**src/design/pabs_pkg.sv**
```systemverilog
// Package: shared types, constants and codes of the ping-pong activation bank sequencer.
`timescale 1ns / 1ps

package pabs_pkg;

    localparam int NUM_LANES_DEF = 64;
    localparam int CAPACITY_DEF  = 4096;

    localparam int          IN_SIZE_W  = 13;
    localparam int          CMD_ROW_W  = 16;
    localparam int          QDEPTH     = 2;
    localparam logic [31:0] BIAS_WORD  = 32'h3F80_0000;

    localparam logic [2:0] ACT_FETCH   = 3'd0;
    localparam logic [2:0] ACT_WRITE   = 3'd1;
    localparam logic [2:0] ACT_READ    = 3'd2;
    localparam logic [2:0] ACT_LOAD    = 3'd3;
    localparam logic [2:0] ACT_RESTART = 3'd4;

    localparam logic [1:0] REG_BANK_SELECT = 2'd0;
    localparam logic [1:0] REG_BIAS_ENABLE = 2'd1;
    localparam logic [1:0] REG_INPUT_SIZE  = 2'd2;

    typedef struct packed {
        logic [2:0]  action;
        logic [5:0]  lane;
        logic [5:0]  row_addr;
        logic [31:0] data;
    } item_t;

    typedef struct packed {
        logic        source;
        logic [5:0]  out_lane;
        logic [31:0] value;
        logic [6:0]  row_index;
        logic        last;
        logic        layer_done;
    } result_t;

    typedef struct packed {
        logic                 bank_select;
        logic                 bias_enable;
        logic [CMD_ROW_W-1:0] end_row;
    } cfg_t;

    typedef enum logic [2:0] {
        CMD_WRITE = 3'd0,
        CMD_READ  = 3'd1,
        CMD_ROW   = 3'd2,
        CMD_BIAS  = 3'd3,
        CMD_EMPTY = 3'd4
    } cmd_kind_t;

    typedef struct packed {
        cmd_kind_t            kind;
        logic                 bank;
        logic [5:0]           lane;
        logic [CMD_ROW_W-1:0] row;
        logic [31:0]          data;
        logic [6:0]           row_index;
        logic                 done;
        logic                 in_bank;
    } cmd_t;

endpackage

```
**src/design/pabs_queue.sv**
```systemverilog
// Short command queue between the front and back parts.
`timescale 1ns / 1ps

module pabs_queue (
    input  logic           clk,
    input  logic           rst_n,
    input  logic           push,
    input  pabs_pkg::cmd_t push_cmd,
    input  logic           pop,
    output pabs_pkg::cmd_t head,
    output logic           full,
    output logic           empty
);

    localparam int PTR_W = (pabs_pkg::QDEPTH > 1) ? $clog2(pabs_pkg::QDEPTH) : 1;
    localparam int CNT_W = $clog2(pabs_pkg::QDEPTH + 1);

    pabs_pkg::cmd_t   slot_reg [pabs_pkg::QDEPTH];
    logic [PTR_W-1:0] wr_ptr_reg, wr_ptr_next;
    logic [PTR_W-1:0] rd_ptr_reg, rd_ptr_next;
    logic [CNT_W-1:0] count_reg, count_next;

    assign full  = (count_reg == CNT_W'(pabs_pkg::QDEPTH));
    assign empty = (count_reg == '0);
    assign head  = slot_reg[rd_ptr_reg];

    always_comb
    begin
        wr_ptr_next = wr_ptr_reg;
        rd_ptr_next = rd_ptr_reg;
        count_next  = count_reg;
        if (push)
        begin
            wr_ptr_next = (wr_ptr_reg == PTR_W'(pabs_pkg::QDEPTH - 1)) ? '0 : wr_ptr_reg + 1'b1;
        end
        if (pop)
        begin
            rd_ptr_next = (rd_ptr_reg == PTR_W'(pabs_pkg::QDEPTH - 1)) ? '0 : rd_ptr_reg + 1'b1;
        end
        case ({push, pop})
            2'b10:   count_next = count_reg + 1'b1;
            2'b01:   count_next = count_reg - 1'b1;
            default: count_next = count_reg;
        endcase
    end

    always_ff @(posedge clk or negedge rst_n)
    begin
        if (!rst_n)
        begin
            wr_ptr_reg <= '0;
            rd_ptr_reg <= '0;
            count_reg  <= '0;
        end
        else
        begin
            wr_ptr_reg <= wr_ptr_next;
            rd_ptr_reg <= rd_ptr_next;
            count_reg  <= count_next;
        end
    end

    always_ff @(posedge clk)
    begin
        if (push)
        begin
            slot_reg[wr_ptr_reg] <= push_cmd;
        end
    end

endmodule

```
**config.mk**
```make
export PLATFORM = sky130hd
export DESIGN_NAME = pabs_queue
export DESIGN_NICKNAME = d
export VERILOG_FILES = /design/src/design/pabs_pkg.sv /design/src/design/pabs_queue.sv
export SDC_FILE = /design/constraint.sdc
export NUM_CORES = 1
export LEC_CHECK = 0
export ABC_AREA = 1
export BUFFER_PORTS_ARGS = -buffer_cell sky130_fd_sc_hd__buf_2
export CAP_MARGIN = 20
export CORE_AREA = 2 2 165 86
export CTS_BUF_LIST = sky130_fd_sc_hd__clkbuf_16
export CTS_CLUSTER_DIAMETER = 60
export DETAILED_ROUTE_END_ITERATION = 12
export DIE_AREA = 0 0 167 88
export HOLD_SLACK_MARGIN = 0.08
export SYNTH_ARGS = -nofsm -noshare
export SYNTH_HDL_FRONTEND = slang
export SYNTH_SLANG_ARGS = --single-unit
```
**constraint.sdc**
```tcl
create_clock -name clk -period 4.85 [get_ports clk]
set_input_delay 0.7275 -clock clk [delete_from_list [all_inputs] [get_ports clk]]
set_output_delay 0.7275 -clock clk [all_outputs]
set_load 0.01 [all_outputs]
```
[Word level (Yosys, flattened, before mapping)]
Memories as Yosys holds them, arrays and structs flattened.
Cells that the tools add are included.
W data, S select, Z words.
Cells by class
  equality and inequality tests: 3
  mux-type cells: 5
  reductions and logical operators: 2
  add/subtract/negate cells: 4
Operators by type and width (count)
  $eq A2 B2 Y1 const B: 2
  $mux W1: 4
  $pmux W2 S2: 1
  $add A1 B1 Y1 const B: 2
  $add A2 B1 Y2 const B: 1
  $eq A2 B1 Y1 const B: 1
  $logic_not A2 Y1: 1
  $reduce_bool A2 Y1: 1
  $sub A2 B1 Y2 const B: 1
Storage, ports and cells
  bits of input ports: 71
  output and inout port bits: 69
  bits in writable memories: 134
  bits in registers: 4
  memories kept: 1
  word-level logic and storage cells: 18
Memories
  slot_reg: words 2, width 67, read ports 1, clocked after memory_dff 0, wr ports 1, line pabs_queue.sv:18  | pabs_pkg::cmd_t slot_reg [pabs_pkg::QDEPTH];

[Depth between registers and ports, before layout]
  word-level depth: 2
  gate-level depth with buffers: 7
  mapped depth without buffers: 7

[Worst setup path after synthesis]
Ideal clock, no wire load.
  path kind: in2reg
  start point: input push
  end point: memory slot_reg[0][0] in the netlist's numbering (enable)
  buffers on the path: 0
  setup slack: 760 ps
  cell stages on the path: 2
  required time: 4356 ps
  arrival: 3596 ps
  library setup time: 494 ps
  cells stage by stage: inv_1 nor2_1
On the way
  longest elaborated chain between the ends: 2
RTL lines
  start: declaration: line pabs_queue.sv:7  | input logic push,
  $mux W1: line pabs_queue.sv:65  | if (push)
  $mux W1 (not written as such): line pabs_queue.sv:67  | slot_reg[wr_ptr_reg] <= push_cmd;
  end: declaration: line pabs_queue.sv:18
No other way between the ends.

==> results.txt <==
Worst hold path class = input port to async pin
Post-DRT Antenna Nets = 0
Clock share of power = 0.317
Grt total ovfl = 0
Max stage delay on crit path = 1.02 ns
Routed WL = 10.0 mm
Clock Latency Late Sink = 0.40 ns
Synth unique cells = 16
Crit. Startpoint = rd_ptr_reg
Required time of the critical path = 4.12 ns
Hold Violations, Final = 0
Max reg flops = 134
Yosys warns = 0
Data arrival, critical path = 2.23 ns
Post-synthesis cell count = 374
Synth Area in XOR/XNOR = 0.00506
Util after Layout = 0.499
Hold-fix buffers, CTS = 0
CTS H-Tree Depth = 4
First-pass GRT wire length = 15.6 mm
Crit path max fanout = 105
Drt pass-1 iters = 4
Mapped Area = 0.00519 sq mm
Max Clk Rate = 338 MHz
CTS Buffer Depth = 2
Startpoint types = register
DR vias/cell = 4.35
Critical path endpoint category = output port
Final Cycle Share = 0.609
Design Power = 3.95 mW
Largest net degree at the start of global routing = 106
Sum Neg Setup Slack = 0 ns
Critical path cell sequence = buf_4 > nand2_1 > o21ai_0 > buf_2
DIE HEIGHT = 88 um
FF-to-FF Start = wr_ptr_reg
Pwr dens = 597 mW/mm^2
Critical path class = register to output port
Initial drt markers = 241
Largest family of logic cells by synthesized area = buffers and inverters
Worst hold slack = 0.121 ns
Mux share of post-synthesis cell area = 0
Sequential share of the synthesized area = 0.794
Adder-cell share of the synthesized area = 0.00241
R2R setup slack = 2.71 ns
Cell area after placement = 0.00602 sq mm
RSZ-0062 raised after global routing = false
Clk sinks = 138
Synthesis-to-layout area growth = 27.2%
Clock slew at reported path FFs = 0.06 ns
Die Area = 0.0147 sq mm
Number of port buffers = 139
Placer Congestion = 0.747
Post-CTS setup buffer count = 0
Switching Fraction = 0.307
Final Max Tran Viols = 0
CP max-delay cell = dfrtp_4
Fin area = 0.00661 sq mm
Via count = 3081
GRT Overall Usage = 0.143
Combinational group share of total power = 0.237
Setup-failing EPs final = 0
Syn nets = 446
Number of global-route vias before repair = 3014
Max cap viols = 0
CTS tree = done
Max VDD drop = 0.289 mV
Fin nets = 592
Initial antenna violation count = 5
Root Driver = clkbuf_16
Die X-Extent = 167 um
Post-synthesis compound-gate area fraction = 0.0660
Post-DP HPWL = 6.67 mm
Slew at the pin closest to its max-slew limit = 0.951 ns
Num CTS Buffers = 17
Layout cells sized above 1 = 0.329
Seq pwr share = 0.446
Lkg Pwr = 2.84 nW
Skew final = 0.00620 ns
P_int = 2.73 mW
NetSw = 1.21 mW
Initial Util = 0.392
Rows = 30
# resized after CTS = 0
WL/cell = 14.1 um
Avg Cell Area, Syn = 13.9 sq um
Outcome = completed
Simple-gate area share of the yosys netlist = 0.0564
Seq cells post-synth = 138
Ports = 140
DRC viols = 0
Core area = 0.0133 sq mm
Slew headroom = 0.366
Tmin final = 2.96 ns
==> layout by cell type, fill, tap and decap left out <==
cell,instances
buf_2,139
buf_4,3
bufinv_16,3
clkbuf_16,17
clkinv_1,2
clkinv_2,4
clkinv_4,3
dfrtp_1,3
dfrtp_4,1
diode_2,1
edfxtp_1,134
ha_1,1
inv_1,73
inv_2,1
inv_6,1
nand2_1,72
nand3_1,1
nand4_1,1
nor2_1,2
nor2_4,1
o21ai_0,56
o21ai_1,9
o21ai_2,2
xnor2_1,1
xor2_1,2
==> layout make-up <==
| class | count | area, sq um |
|---|---|---|
| repair buffers | 142 | 718 |
| multi-input cells | 148 | 682 |
| diodes | 1 | 2.50 |
| fillers | 1164 | 6640 |
| well taps | 176 | 220 |
| clock buffers | 17 | 425 |
| inverters | 73 | 274 |
| clock inverters | 14 | 156 |
| flip-flops and latches | 138 | 4130 |
==> path summary, 6_finish.rpt <==
kind | end | cells past startpoint
worst max-delay path | head[63] | 4
worst min-delay path | count_reg[1] | 1
worst max register to register | slot_reg[0][59] | 2
worst min register to register | count_reg[1] | 2
max in group asynchronous | rd_ptr_reg | 1
min in group clk | count_reg[1] | 2
==> cells by family after synthesis <==
| group | count (synthesis) |
|---|---|
| AOI/OAI and AO/OA | 67 |
| xor gates and xnor gates | 3 |
| adders and majority gates | 1 |
| buffers and inverters | 88 |
| DFF | 138 |
| and+or+nand+nor | 77 |
==> power groups by stage <==
stage / sequential (mW) / clock, mW / combinational (mW)
6_report: 1.76 / 1.25 / 0.935
5_1_grt: 1.80 / 1.34 / 1.05
4_1_cts: 1.77 / 1.28 / 0.962
3_5_place_dp: 1.79 / 0 / 0.957
3_3_place_gp: 1.78 / 0 / 0.941
2_1_floorplan: 1.67 / 0 / 0.683
==> critical path, delay by kind of cell, from the launching register on <==
kind	cells	cell delay [ns]
DFF	1	1.02
AOI/OAI and AO/OA	1	0.10
and+or+nand+nor	1	0.10
buffers and inverters	2	0.59
==> synth_stat cells (all sizes together) <==
master	number	share of area
inv	73	0.053
xnor2	1	0.0017
nand2	72	0.052
ha	1	0.0024
buf	15	0.024
xor2	2	0.0034
edfxtp	134	0.77
o21ai	67	0.066
nand3	1	0.00096
nand4	1	0.0012
nor2	3	0.0022
dfrtp	4	0.019
==> per-stage QoR <==
stage          worst slack (ns)  std cells
6_report                   1.89        709
5_1_grt                    1.67        708
4_1_cts                    1.82        708
3_5_place_dp               2.19        677
3_3_place_gp               2.22        677
2_1_floorplan             0.760        374
==> layer usage <==
metal / up-vias / share of wire / GRT usage
li1: 1550 / - / -
met1: 1410 / 0.46 / 0.182
met2: 107 / 0.43 / 0.211
met3: 8 / 0.10 / 0.0750
met4: 6 / 0.0031 / 0.0470
met5: - / 0.0034 / 0
Note: power is estimated with default switching activity, not from simulation.
