[config.mk]
export PLATFORM = sky130hd
export DESIGN_NAME = pabs_front
export DESIGN_NICKNAME = d
export VERILOG_FILES = /design/src/design/pabs_pkg.sv /design/src/design/pabs_front.sv
export SDC_FILE = /design/constraint.sdc
export NUM_CORES = 1
export LEC_CHECK = 0
export ABC_AREA = 1
export BUFFER_PORTS_ARGS = -buffer_cell sky130_fd_sc_hd__buf_2
export CAP_MARGIN = 15
export CORE_MARGIN = 3
export CORE_UTILIZATION = 37
export DETAILED_ROUTE_END_ITERATION = 8
export PLACE_DENSITY = 0.86
export SYNTH_ARGS = -nofsm -noshare
export SYNTH_HDL_FRONTEND = slang
export SYNTH_SLANG_ARGS = --single-unit
[constraint.sdc]
create_clock -name clk -period 1.9 [get_ports clk]
set_clock_uncertainty 0.2 [all_clocks]
set_input_delay 0.38 -clock clk [delete_from_list [all_inputs] [get_ports clk]]
set_output_delay 0.38 -clock clk [all_outputs]
set_load 0.02 [all_outputs]
[src/design/pabs_pkg.sv]
// Package: shared types, constants and codes of the ping-pong activation bank sequencer.
`timescale 1ns / 1ps

package pabs_pkg;

    localparam int NUM_LANES_DEF = 64;
    localparam int CAPACITY_DEF  = 4096;

    localparam int          IN_SIZE_W  = 13;
    localparam int          CMD_ROW_W  = 16;
    localparam int          QDEPTH     = 2;
    localparam logic [31:0] BIAS_WORD  = 32'h3F80_0000;

    localparam logic [2:0] ACT_FETCH   = 3'd0;
    localparam logic [2:0] ACT_WRITE   = 3'd1;
    localparam logic [2:0] ACT_READ    = 3'd2;
    localparam logic [2:0] ACT_LOAD    = 3'd3;
    localparam logic [2:0] ACT_RESTART = 3'd4;

    localparam logic [1:0] REG_BANK_SELECT = 2'd0;
    localparam logic [1:0] REG_BIAS_ENABLE = 2'd1;
    localparam logic [1:0] REG_INPUT_SIZE  = 2'd2;

    typedef struct packed {
        logic [2:0]  action;
        logic [5:0]  lane;
        logic [5:0]  row_addr;
        logic [31:0] data;
    } item_t;

    typedef struct packed {
        logic        source;
        logic [5:0]  out_lane;
        logic [31:0] value;
        logic [6:0]  row_index;
        logic        last;
        logic        layer_done;
    } result_t;

    typedef struct packed {
        logic                 bank_select;
        logic                 bias_enable;
        logic [CMD_ROW_W-1:0] end_row;
    } cfg_t;

    typedef enum logic [2:0] {
        CMD_WRITE = 3'd0,
        CMD_READ  = 3'd1,
        CMD_ROW   = 3'd2,
        CMD_BIAS  = 3'd3,
        CMD_EMPTY = 3'd4
    } cmd_kind_t;

    typedef struct packed {
        cmd_kind_t            kind;
        logic                 bank;
        logic [5:0]           lane;
        logic [CMD_ROW_W-1:0] row;
        logic [31:0]          data;
        logic [6:0]           row_index;
        logic                 done;
        logic                 in_bank;
    } cmd_t;

endpackage

[src/design/pabs_front.sv]
// Front part: accepts items, runs the fetch sequencer and issues bank commands.
`timescale 1ns / 1ps

module pabs_front #(
    parameter int NUM_LANES = pabs_pkg::NUM_LANES_DEF,
    parameter int CAPACITY  = pabs_pkg::CAPACITY_DEF
) (
    input  logic            clk,
    input  logic            rst_n,
    input  pabs_pkg::item_t item,
    input  logic            item_valid,
    output logic            item_ready,
    input  pabs_pkg::cfg_t  cfg,
    input  logic            clearing,
    input  logic            q_full,
    output logic            push,
    output pabs_pkg::cmd_t  cmd
);

    localparam int BANK_ROWS = (CAPACITY - 1) / NUM_LANES + 1;
    localparam int PTR_W     = (BANK_ROWS > 1) ? $clog2(BANK_ROWS) : 1;
    localparam int RW        = pabs_pkg::CMD_ROW_W;

    typedef enum logic [2:0] {
        PH_ACT   = 3'b001,
        PH_BIAS  = 3'b010,
        PH_EMPTY = 3'b100
    } phase_t;

    phase_t           phase_reg, phase_next;
    logic [PTR_W-1:0] ptr_reg, ptr_next;

    logic          take;
    logic          in_bank;
    logic [RW-1:0] ptr_ext;
    logic [RW-1:0] end_plus;
    logic          at_end;

    assign item_ready = !clearing && !q_full;
    assign take       = item_valid && item_ready;
    assign in_bank    = ({1'b0, item.lane} < 7'(NUM_LANES))
                     && (17'(item.row_addr) < 17'(BANK_ROWS));
    assign ptr_ext    = RW'(ptr_reg);
    assign end_plus   = cfg.end_row + 1'b1;
    assign at_end     = (ptr_ext >= cfg.end_row);

    always_comb
    begin
        cmd.kind      = pabs_pkg::CMD_WRITE;
        cmd.bank      = cfg.bank_select;
        cmd.lane      = item.lane;
        cmd.row       = RW'(item.row_addr);
        cmd.data      = item.data;
        cmd.row_index = '0;
        cmd.done      = (phase_reg == PH_EMPTY);
        cmd.in_bank   = in_bank;
        push          = 1'b0;
        ptr_next      = ptr_reg;
        phase_next    = phase_reg;
        case (item.action)
            pabs_pkg::ACT_FETCH:
            begin
                push = take;
                case (phase_reg)
                    PH_ACT:
                    begin
                        cmd.kind      = pabs_pkg::CMD_ROW;
                        cmd.row       = ptr_ext;
                        cmd.row_index = ptr_ext[6:0];
                        if (take)
                        begin
                            if (at_end)
                            begin
                                ptr_next   = '0;
                                phase_next = cfg.bias_enable ? PH_BIAS : PH_EMPTY;
                            end
                            else
                            begin
                                ptr_next = ptr_reg + 1'b1;
                            end
                        end
                    end
                    PH_BIAS:
                    begin
                        cmd.kind      = pabs_pkg::CMD_BIAS;
                        cmd.row_index = end_plus[6:0];
                        if (take)
                        begin
                            ptr_next   = '0;
                            phase_next = PH_EMPTY;
                        end
                    end
                    default:
                    begin
                        cmd.kind = pabs_pkg::CMD_EMPTY;
                        if (take)
                        begin
                            ptr_next   = '0;
                            phase_next = PH_EMPTY;
                        end
                    end
                endcase
            end
            pabs_pkg::ACT_WRITE:
            begin
                push     = take && in_bank;
                cmd.bank = !cfg.bank_select;
            end
            pabs_pkg::ACT_LOAD:
            begin
                push = take && in_bank;
            end
            pabs_pkg::ACT_READ:
            begin
                push     = take;
                cmd.kind = pabs_pkg::CMD_READ;
                cmd.bank = !cfg.bank_select;
            end
            pabs_pkg::ACT_RESTART:
            begin
                if (take)
                begin
                    ptr_next   = '0;
                    phase_next = PH_ACT;
                end
            end
            default:
            begin
                push = 1'b0;
            end
        endcase
    end

    always_ff @(posedge clk or negedge rst_n)
    begin
        if (!rst_n)
        begin
            phase_reg <= PH_ACT;
            ptr_reg   <= '0;
        end
        else
        begin
            phase_reg <= phase_next;
            ptr_reg   <= ptr_next;
        end
    end

endmodule

# Yosys cells after proc, flatten, opt, wreduce, memory -nomap -nowiden
# Cells that the tools add are included.
[word_totals]
reg_bits = 9
mem_count = 0
ramBits = 0
word_cells = 47
mem_bits_ro = 0
latch_bits = 0
[op_classes]
magnitude_cmp = 1
eq_ne = 11
div = 0
mul = 0
bitwise = 0
mux = 20
n_reduce_logical = 11
addsub = 2
n_shift = 0
[op_table]
columns = ["cell", "count"]
rows = [
  ["$mux 6", 6],
  ["$mux 3", 6],
  ["$pmux 3 s2", 3],
  ["$ge 6x16->1", 1],
  ["$pmux 7 s2", 1],
  ["$pmux 6 s2", 1],
  ["$eq 3x2->1 const B", 3],
  ["$add 7x1->7 const B", 1],
  ["$mux 7", 1],
  ["$add 6x1->6 const B", 1],
  ["$eq 3x1->1 const B", 2],
  ["$eq 3x3->1 const B", 2],
  ["$ne 3x3->1 const B", 2],
  ["$ne 2x2->1 const B", 2],
  ["$reduce_and 4->1", 1],
  ["$reduce_or 4->1", 1],
  ["$logic_not 1->1", 3],
  ["$logic_not 3->1", 1],
  ["$logic_and 1x1->1", 2],
  ["$mux 1", 2],
  ["$reduce_and 2->1", 1],
  ["$reduce_bool 2->1", 1],
  ["$reduce_or 2->1", 1],
]

# Longest topological paths before layout
# Gate-level depths: netlist of run 1.
[depth]
word_depth = 6
mapped_depth = 12
ltp_nobuf = 12

# Worst setup path before layout of run 1
# OpenSTA, ideal clock, no wires.
[synth_timing]
kind = "reg-to-output"
from = "register phase_reg[2]"
to = "output port cmd[7] in the netlist's numbering"
setup_slack_ps = -115
t_required_ps = 1320
stages_incl_launch_ff = 4
t_arrival_ps = 1435
cell_sequence = "dfrtp_1 -> nor3_2 -> nand2_2 -> o31ai_1"
[synth_lines]
columns = ["item", "line", "source"]
rows = [
  ["start: declaration", "pabs_front.sv:30", "phase_t phase_reg, phase_next;"],
  ["start signal: assignment", "pabs_front.sv:143", "phase_reg <= phase_next;"],
  ["end: declaration", "pabs_front.sv:17", "output pabs_pkg::cmd_t cmd"],
]

==> results of run 1 <==
## kinds of logic after synthesis
group	count (synthesis)	share of synthesized area [%]
simple gates	118	35.96
buf+inv	84	33.93
compound gates	12	4.568
flops	9	15.31
fa+ha+maj	8	6.768
xor+xnor	5	2.962
other cells	2	0.5078
## per-layer routing
metal | share of wire, % | global-route usage, % | vias to the layer above
met5 | 0 | 0 | -
met4 | 3.4 | 7.375 | 0
met3 | 9.3 | 4.348 | 22
met2 | 50 | 27.86 | 91
met1 | 37 | 19.15 | 689
li1 | - | - | 753
## report_power, final
group	leakage [uW]	internal [uW]	switching, uW
clock	0.0000228	146	71.6
combinational	0.00106	187	247
sequential	0.000115	219	23.7
## worst min-delay path: stages
cell,delay (ns)
buf_2,0.09
a21oi_1,0.06
nand3_1,0.07
nand2_1,0.06
## synth_stat cells, drive strengths merged
| cell | number |
|---|---|
| a21oi | 2 |
| buf | 49 |
| conb | 2 |
| dfrtp | 8 |
| dfstp | 1 |
| ha | 8 |
| inv | 35 |
| nand2 | 75 |
| nand3 | 15 |
| nand4 | 4 |
| nor2 | 20 |
| nor3 | 4 |
| o21ai | 7 |
| o31ai | 3 |
| xnor2 | 3 |
| xor2 | 2 |
## cell type report
class	count	area (um2)
fill	365	1790
multi-input combinational	154	932.1
timing repair buffer	77	543.0
sequential	9	229.0
inverter	35	143.9
tap	48	60.06
clock buffer	4	45.04
## worst max-delay path by stage
stage                    to          from  slack (ns)
floorplan            cmd[7]  phase_reg[2]        0.03
global placement     cmd[8]        cfg[0]       -0.06
detailed placement   cmd[8]        cfg[0]       -0.09
CTS                  cmd[2]  phase_reg[0]       -0.19
global route        cmd[46]  phase_reg[0]       -0.26
finish              cmd[43]  phase_reg[0]       -0.19
## metrics by stage
step | instances | util [%] | setup TNS [ns] | power (uW)
after CTS | 325 | 49.33 | -2.436 | 867.5
after floorplan | 247 | - | 0 | 580.1
final | 327 | 52.17 | -2.232 | 894.5
after detailed placement | 315 | 42.88 | -0.2182 | 593.5
after global placement | 315 | 42.88 | -0.05845 | 579.7
after global routing | 327 | 52.17 | -3.233 | 973.1
## timing repair
action                                  CTS  global route
hold buffers                              1             0
buffers inserted                          5             3
pin swaps                                 7            10
resized for setup                        48            25
hold endpoints to repair                  8             0
endpoints found under the setup margin   16            23
==> key figures, run 1 <==
Power and ir drop
  – Peak VDD IR: 0.2458 mV
  – Leakage: 0.001196 uW
  – Pwr dens: 458.0 nW/um2

Critical path
  – Reg2Reg Depth: 10
  – Setup CP Type: register to output pin
  – CP peak stage delay: 0.58 ns
  – Slack of the worst reg-to-reg path: 0.11 ns
  – Highest net fanout along the worst path: 6
  – Reg2reg start: ptr_reg[5]
  – Crit path DAT: 1.51 ns
  – CP Depth: 7
  – Worst R2R End: phase_reg[1]
  – Critical Path RT: 1.32 ns
  – CP Launch Type: register
  – Worst path cell trace: nand2_4, nor2_4, nand2_4, buf_6, nand2_2, nand2_2, buf_6
  – Crit path buf inv count: 2
  – CP max-delay cell: dfstp_2
  – Worst path top cell family by delay: flip-flops
  – CP endpoint kind: output pin

Detailed routing
  – Initial DRT Pass Iterations: 4
  – Post-route ant nets: 0
  – Via density: 4.755
  – First DRT Iteration DRCs: 37
  – WL per Instance: 12.54 um
  – Final wirelength: 4101 um
  – Vias: 1555
  – DRC: 0

Hold path
  – Hold path startpoint: cfg[16]
  – Hold Path Stages: 4
  – Hold Path Sink: phase_reg[2]
  – Hold Crit Class: input pin to register

Final layout
  – Largest register FFs: 6
  – Area Growth Syn to Fin: 32.06%
  – Post-route cell area: 1953 um2
  – Layout cells sized above 1: 45.52%
  – Most frequent cells in the layout: nand2_1, buf_2, inv_1, buf_4
  – Nets: 358
  – Diode count: 0
  – Most common cell after layout, fill and taps aside: nand2_1

STA
  – Final hold slack: 0.2783 ns
  – Final clock period utilization by the worst path: 109.9%
  – RSZ-0062 raised after global routing: true
  – Pins Over Slew Limit: 0
  – Final hold violation count: 0
  – Max Fclk: 479.0 MHz
  – Final WS setup: -0.1877 ns
  – Setup violators final: 15
  – Min Clock Period, post-route: 2.088 ns

GRT
  – Number of global-route vias before repair: 1513
  – Total grt overflow: 0
  – Initial antenna violation count: 0
  – Largest net degree at the start of global routing: 10
  – First-pass GRT wire length: 6665 um
  – GRT Total Usage: 16.40%

Clocking
  – H-tree depth: 1
  – Clock sink count: 9
  – TritonCTS clock tree: built
  – CTS root buf: clkbuf_8
  – Clk buf depth: 2
  – Inserted Clock Buffers: 3
  – Clock latency on the worst-skew pair: 0.23 ns
  – Clock-pin slew of the registers on the worst-case setup and hold paths: 0.04 ns

Floorplanning
  – Initial Util: 39.51%
  – Chip width: 69.22 um
  – # IOs: 139
  – Die area: 4791 um2
  – Core Area: 3744 um2
  – Std cell rows: 22
  – Die height: 69.22 um

Synthesis
  – FF+latch count, synth: 9
  – Synth warn: 0
  – Sequential share of the synthesized area: 15.31%
  – Yosys top cell area share: 24.87%
  – Most area-consuming cells after synthesis: buf_4, nand2_1, dfrtp_1, inv_1, ha_1
  – Cell taking the most area after synthesis: buf_4
  – Post-Syn Area: 1479 um2
  – Avg Cell Area, Syn: 6.214 um2
  – Synthesized instance count: 238
  – Distinct cell type count after synthesis: 24

Placed design
  – Area after DPL: 1605 um2
  – PortBufs: 51
  – Gp weighted congestion: 0.8346
  – Dpl ws: -0.08612 ns
  – DP HPWL: 3048 um

Run
  – Maxcap violations: 0

Status
  – Status: complete, but fails checks
  – Failing checks: negative setup slack
Note: power is estimated with default switching activity, not from simulation.
==> run 2, diff against run 1 <==
ABC_AREA = not set   (was 1)
CORE_UTILIZATION = 36   (was 37)
PLACE_DENSITY = 0.87   (was 0.86)
==> run 2 against run 1 <==
Effect of this change: the run still ends with negative setup slack left; critical path depth down 2; final cell count shrank 17%; final area grew 2.9%; synthesized area shrank 9.1%; largest cell class unchanged; largest power group unchanged.
==> key figures, run 2 <==
Power and ir drop
  – Switch Pwr: 353.0 uW (was 342.7 uW)
  – Peak VDD IR: 0.2101 mV (was 0.2458 mV)
  – Int Pwr: 600.9 uW (was 551.8 uW)
  – Pwr dens: 474.7 nW/um2 (was 458.0 nW/um2)
  – Switching Share: 37.00% (was 38.31%)
  – Leakage: 0.0009646 uW (was 0.001196 uW)
  – Clock share of power: 24.0% (was 24.3%)
  – Part of the power in registers: 25.6% (was 27.1%)
  – Comb power frac: 50.4% (was 48.6%)

Synthesis
  – Post-Syn Area: 1344 um2 (was 1479 um2)
  – FF+latch count, synth: 9 (unchanged)
  – Most area-consuming cells after synthesis: buf_4, dfrtp_1, ha_1, nand2_1, xnor2_1 (was buf_4, nand2_1, dfrtp_1, inv_1, ha_1)
  – Synth cell count leaders: buf_4, nand2_1, nor2_1 (was nand2_1, buf_4, inv_1)
  – Yosys top cell area share: 27.37% (was 24.87%)
  – Avg Cell Area, Syn: 7.465 um2 (was 6.214 um2)
  – Main flop type after synthesis: dfrtp_1 (unchanged)
  – Most frequent cell after synthesis: buf_4 (was nand2_1)
  – Synth warn: 0 (unchanged)
  – EDFF count, synth: 0 (unchanged)
  – Synth async-reset ratio: 100.0% (unchanged)
  – Sequential share of the synthesized area: 16.85% (was 15.31%)
  – Synthesized instance count: 180 (was 238)
  – Distinct cell type count after synthesis: 42 (was 24)
  – Cell taking the most area after synthesis: buf_4 (unchanged)

Final layout
  – Final non-filler cell total: 272 (was 327)
  – Most frequent cells in the layout: buf_2, buf_4, buf_6, nand2_2, conb_1 (was nand2_1, buf_2, inv_1, buf_4)
  – Fillers: 299 (was 365)
  – Final Util: 57.94% (was 52.17%)
  – Nets: 305 (was 358)
  – Layout cells sized above 1: 61.50% (was 45.52%)
  – Most common cell after layout, fill and taps aside: buf_2 (was nand2_1)
  – Diode count: 0 (unchanged)
  – Area Growth Syn to Fin: 49.53% (was 32.06%)
  – Largest register FFs: 6 (unchanged)

Detailed routing
  – DRC: 0 (unchanged)
  – Vias: 1349 (was 1555)
  – Via density: 4.960 (was 4.755)
  – First DRT Iteration DRCs: 42 (was 37)
  – Post-route ant nets: 0 (unchanged)
  – Final wirelength: 3968 um (was 4101 um)
  – WL per Instance: 14.59 um (was 12.54 um)
  – Initial DRT Pass Iterations: 4 (unchanged)

Critical path
  – Reg2reg start: ptr_reg[1] (was ptr_reg[5])
  – Slack of the worst reg-to-reg path: -0.15 ns (was 0.11 ns)
  – Reg2Reg Depth: 6 (was 10)
  – Highest net fanout along the worst path: 8 (was 6)
  – CP Launch Type: input pin (was register)
  – Worst path cell trace: buf_6, or3_4, or3_4, o21ai_4, buf_6 (was nand2_4, nor2_4, nand2_4, buf_6, nand2_2, nand2_2, buf_6)
  – Crit path DAT: 1.68 ns (was 1.51 ns)
  – Setup CP Type: input pin to output pin (was register to output pin)
  – Worst R2R End: phase_reg[1] (unchanged)
  – CP endpoint kind: output pin (unchanged)
  – Critical Path RT: 1.32 ns (about the same)
  – CP max-delay cell: or3_4 (was dfstp_2)
  – CP peak stage delay: 0.47 ns (was 0.58 ns)

Floorplanning
  – Initial Util: 38.74% (was 39.51%)
  – Std cell rows: 21 (was 22)
  – Chip width: 67.10 um (was 69.22 um)
  – Core Area: 3468 um2 (was 3744 um2)
  – Die height: 67.10 um (was 69.22 um)
  – Die area: 4502 um2 (was 4791 um2)
  – # IOs: 139 (unchanged)

STA
  – Max Fclk: 442.6 MHz (was 479.0 MHz)
  – Final WS setup: -0.3593 ns (was -0.1877 ns)
  – Setup violators final: 23 (was 15)
  – RSZ-0062 raised after global routing: true (unchanged)
  – Final clock period utilization by the worst path: 118.9% (was 109.9%)
  – Final hold violation count: 0 (unchanged)
  – Pins Over Slew Limit: 0 (unchanged)
  – Min Clock Period, post-route: 2.259 ns (was 2.088 ns)

Status
  – Status: complete, but fails checks (unchanged)
  – Failing checks: negative setup slack (unchanged)

GRT
  – Total grt overflow: 0 (unchanged)
  – Initial antenna violation count: 0 (unchanged)
  – Number of global-route vias before repair: 1332 (was 1513)
  – GRT Total Usage: 16.92% (was 16.40%)
  – Largest net degree at the start of global routing: 10 (unchanged)
  – First-pass GRT wire length: 5851 um (was 6665 um)

Run
  – Maxcap violations: 0 (unchanged)

Placed design
  – Gp weighted congestion: 0.8202 (was 0.8346)
  – Placed Cells: 263 (was 315)
  – DP HPWL: 2929 um (was 3048 um)
  – PortBufs: 51 (unchanged)

Clocking
  – Clock-pin slew of the registers on the worst-case setup and hold paths: 0.06 ns (was 0.04 ns)
  – Clock latency on the worst-skew pair: 0.24 ns (was 0.23 ns)
  – Clock sink count: 9 (unchanged)
  – Inserted Clock Buffers: 3 (unchanged)
  – CTS root buf: clkbuf_8 (unchanged)
  – TritonCTS clock tree: built (unchanged)
  – H-tree depth: 1 (unchanged)
  – Clk buf depth: 2 (unchanged)

Hold path
  – Hold Path Sink: phase_reg[2] (unchanged)
  – Hold path startpoint: item[46] (was cfg[16])
  – Hold Crit Class: input pin to register (unchanged)
  – Hold Path Stages: 3 (was 4)
[run 2: worst max-delay path by stage]
stage                  start     end  slack, ns  depth (start not counted)
CTS                 item[46]  cmd[2]      -0.35                          5
global placement    item[46]  cmd[2]      -0.41                          6
finish              item[45]  cmd[2]      -0.36                          5
detailed placement  item[46]  cmd[2]      -0.43                          6
floorplan           item[46]  cmd[2]      -0.18                          4
global route        item[45]  cmd[2]      -0.40                          5
[run 2: critical path: cells and delay by family]
kind                   cells  cell delay (ns)
AND/OR/NAND/NOR            2             0.88
buffers and inverters      2             0.22
AO/OA/AOI/OAI              1             0.19
[run 2: stage by stage]
step / setup TNS [ns] / hold WS (ns) / cell area, um2 / setup slack [ns] / total power (uW)
6_report: -5.380 / 0.2676 / 2009 / -0.3593 / 953.9
3_3_place_gp: -6.548 / 0.03840 / 1708 / -0.4089 / 632.7
4_1_cts: -5.013 / 0.2411 / 1904 / -0.3516 / 919.8
5_1_grt: -6.406 / 0.2855 / 2009 / -0.3952 / 1009
2_1_floorplan: -2.142 / -0.1156 / 1549 / -0.1777 / 611.7
3_5_place_dp: -6.941 / 0.04618 / 1708 / -0.4254 / 645.3
[run 2: repair_timing]
| item | in CTS | in global routing |
|---|---|---|
| hold endpoints to repair | 8 | 0 |
| hold buffers | 1 | 0 |
| gates resized for setup | 38 | 20 |
| pin swaps | 10 | 19 |
| setup buffers | 2 | 3 |
| setup endpoints to repair | 22 | 25 |
[run 2: layer usage]
metal / track usage (%) / part of all wire [%] / vias to the layer above / wire, um
met3: 2.361 / 7.3 / 28 / 291
li1: - / - / 638 / -
met4: 10.13 / 5.2 / 0 / 206
met5: 0 / 0 / - / 0
met1: 17.26 / 34 / 620 / 1354
met2: 31.90 / 53 / 63 / 2117
[run 2: cells by family after synthesis]
logic type	synth area share, %
buffers and inverters	31.01
AOI/OAI and AO/OA	13.87
DFF	16.85
muxes	1.676
xor gates and xnor gates	4.562
and+or+nand+nor	24.02
other	0.5589
adders and majority gates	7.449
[run 2: power groups by stage]
| stage | registers, uW | clock network [uW] | logic [uW] |
|---|---|---|---|
| final | 245 | 229 | 480 |
| after global placement | 239 | 0 | 394 |
| after detailed placement | 240 | 0 | 405 |
| after floorplan | 253 | 0 | 359 |
| after CTS | 241 | 234 | 445 |
| after global routing | 248 | 242 | 519 |
[run 2: area by class of cell]
type / instances / area (um2) / share of cell area [%]
multi-input combinational: 120 / 997.2 / 49.63
timing repair buffer: 85 / 651.9 / 32.44
sequential: 9 / 226.5 / 11.27
tap: 46 / 57.56 / 2.864
clock buffer: 3 / 41.29 / 2.055
inverter: 8 / 30.03 / 1.494
clock inverter: 1 / 5.005 / 0.2491
==> run 3, diff against run 2 <==
CORE_ASPECT_RATIO = 1.4   (was not set)
MAX_ROUTING_LAYER = met4   (was not set)
==> run 3 against run 2 <==
Effect of this change: register-to-register slack worse by 0.15 ns; routed wire length is 22% higher; setup slack better by 0.0053 ns; the flow still finishes with violations (negative setup slack); hold slack improved by 0.032 ns; final cell count increased by 0.74%; first-iteration DRC count increased by 38%; largest cell class unchanged.
==> key figures, run 3 (same netlist as run 2, synthesis figures left out) <==
STA
  – Final hold violation count: 0 (unchanged)
  – Final clock period utilization by the worst path: 118.6% (was 118.9%)
  – Final WS setup: -0.3540 ns (was -0.3593 ns)
  – RSZ-0062 raised after global routing: true (unchanged)
  – Setup violators final: 25 (was 23)
  – Pins Over Slew Limit: 0 (unchanged)
  – Max Fclk: 443.7 MHz (was 442.6 MHz)
  – Min Clock Period, post-route: 2.254 ns (was 2.259 ns)

Clocking
  – H-tree depth: 1 (unchanged)
  – CTS root buf: clkbuf_8 (unchanged)
  – Clock sink count: 9 (unchanged)
  – TritonCTS clock tree: built (unchanged)
  – Clock-pin slew of the registers on the worst-case setup and hold paths: 0.04 ns (was 0.06 ns)
  – Inserted Clock Buffers: 3 (unchanged)
  – Clk buf depth: 2 (unchanged)
  – Clock latency on the worst-skew pair: 0.23 ns (was 0.24 ns)

Power and ir drop
  – Comb power frac: 52.8% (was 50.4%)
  – Switch Pwr: 386.9 uW (was 353.0 uW)
  – Part of the power in registers: 25.0% (was 25.6%)
  – Peak VDD IR: 0.3017 mV (was 0.2101 mV)
  – Pwr dens: 476.9 nW/um2 (was 474.7 nW/um2)
  – Int Pwr: 625.1 uW (was 600.9 uW)
  – Clock share of power: 22.2% (was 24.0%)
  – Switching Share: 38.23% (was 37.00%)
  – Leakage: 0.001010 uW (was 0.0009646 uW)

Detailed routing
  – Post-route ant nets: 0 (unchanged)
  – WL per Instance: 17.69 um (was 14.59 um)
  – Initial DRT Pass Iterations: 4 (unchanged)
  – Vias: 1463 (was 1349)
  – First DRT Iteration DRCs: 58 (was 42)
  – Via density: 5.339 (was 4.960)
  – Final wirelength: 4847 um (was 3968 um)
  – DRC: 0 (unchanged)

Final layout
  – Nets: 313 (was 305)
  – Diode count: 0 (unchanged)
  – Final non-filler cell total: 274 (was 272)
  – Most frequent cells in the layout: buf_2, buf_4, buf_6, nand2_2, conb_1 (unchanged)
  – Largest register FFs: 6 (unchanged)
  – Layout cells sized above 1: 64.53% (was 61.50%)
  – Post-route cell area: 2122 um2 (was 2009 um2)
  – Area Growth Syn to Fin: 57.91% (was 49.53%)

GRT
  – GRT Total Usage: 19.65% (was 16.92%)
  – First-pass GRT wire length: 6644 um (was 5851 um)
  – Initial antenna violation count: 0 (unchanged)
  – Largest net degree at the start of global routing: 10 (unchanged)
  – Total grt overflow: 0 (unchanged)
  – Number of global-route vias before repair: 1501 (was 1332)

Critical path
  – CP endpoint kind: output pin (unchanged)
  – Worst path cell trace: buf_6, or3_4, or3_4, buf_12, o21ai_4, buf_6 (was buf_6, or3_4, or3_4, o21ai_4, buf_6)
  – Worst path top cell family by delay: simple AND/OR/NAND/NOR gates (unchanged)
  – Highest net fanout along the worst path: 8 (unchanged)
  – Critical Path RT: 1.32 ns (about the same)
  – CP peak stage delay: 0.39 ns (was 0.47 ns)
  – CP max-delay cell: or3_4 (unchanged)
  – Crit path buf inv count: 3 (was 2)
  – CP Launch Type: input pin (unchanged)
  – Crit path DAT: 1.67 ns (was 1.68 ns)
  – Setup CP Type: input pin to output pin (unchanged)

Status
  – Failing checks: negative setup slack (unchanged)
  – Status: complete, but fails checks (unchanged)

Floorplanning
  – # IOs: 139 (unchanged)
  – Initial Util: 38.70% (was 38.74%)
  – Core Area: 3472 um2 (was 3468 um2)
  – Chip width: 57.64 um (was 67.10 um)
  – Die area: 4512 um2 (was 4502 um2)
  – Std cell rows: 25 (was 21)
  – Die height: 78.29 um (was 67.10 um)

Run
  – Maxcap violations: 0 (unchanged)

Placed design
  – DP HPWL: 3264 um (was 2929 um)
  – Placed Cells: 262 (was 263)
  – Area after DPL: 1738 um2 (was 1708 um2)
  – Gp weighted congestion: 0.9287 (was 0.8202)
  – PortBufs: 51 (unchanged)

Hold path
  – Hold Crit Class: input pin to register (unchanged)
run 3: cell count changes in the layout (fill, tap and decap cells not counted), sizes merged:
cell and delta:
buf +8, clkbuf +1, clkinv -1
run 3: path summary, 6_finish.rpt:
kind | from | endpoint | slack (ns) | cells past startpoint
setup / recovery | item[46] | cmd[6] | -0.35 | 6
hold / removal | cfg[16] | phase_reg[2] | 0.30 | 3
setup reg to reg | ptr_reg[5] | phase_reg[1] | -0.30 | 7
hold reg to reg | ptr_reg[0] | ptr_reg[0] | 0.40 | 2
max in group asynchronous | rst_n | phase_reg[0] | 0.89 | 2
min in group asynchronous | rst_n | phase_reg[1] | 0.36 | 2
run 3: layer usage:
layer | part of all wire (%) | wire length (um) | vias to the layer above | track usage, %
li1 | - | - | 657 | -
met1 | 32 | 1533 | 695 | 14.93
met2 | 55 | 2687 | 76 | 38.57
met3 | 7.2 | 348 | 35 | 2.796
met4 | 5.7 | 278 | 0 | 15.55
met5 | 0 | 0 | - | -
run 3: power groups by stage:
stage / sequential [uW] / clock [uW] / combinational (uW)
floorplan: 253 / 0 / 359
global route: 256 / 241 / 568
global placement: 243 / 0 / 407
finish: 253 / 225 / 534
CTS: 251 / 229 / 469
detailed placement: 248 / 0 / 420
run 3: worst min-delay path: stages:
cell       delay, ns
buf_2           0.12
a221oi_4        0.07
a2bb2oi_2       0.12
run 3: stage by stage:
step / TNS (ns) / setup slack (ns) / util [%] / hold WS, ns / power, uW
floorplan: -2.142 / -0.1777 / - / -0.1156 / 611.7
global placement: -6.944 / -0.3746 / 50.05 / 0.03818 / 649.9
detailed placement: -7.365 / -0.3918 / 50.05 / 0.04543 / 667.9
CTS: -5.610 / -0.3226 / 57.08 / 0.2869 / 949.3
global route: -6.931 / -0.3785 / 61.12 / 0.3054 / 1065
finish: -5.646 / -0.3540 / 61.12 / 0.2991 / 1012
run 3: layout make-up:
cell class,instances,area (um2)
fillers,254,1350
multi-input cells,120,1039
well taps,40,50.05
clock buffers,4,45.04
flip-flops and latches,9,226.5
repair buffers,93,732.0
inverters,8,30.03
run 3: timing repair:
| item | in CTS | in global routing |
|---|---|---|
| pin swaps | 13 | 10 |
| setup buffers | 3 | 4 |
| endpoints found under the setup margin | 25 | 25 |
| endpoints found under the hold margin | 8 | 0 |
| hold buffers | 1 | 0 |
| resized for setup | 46 | 19 |
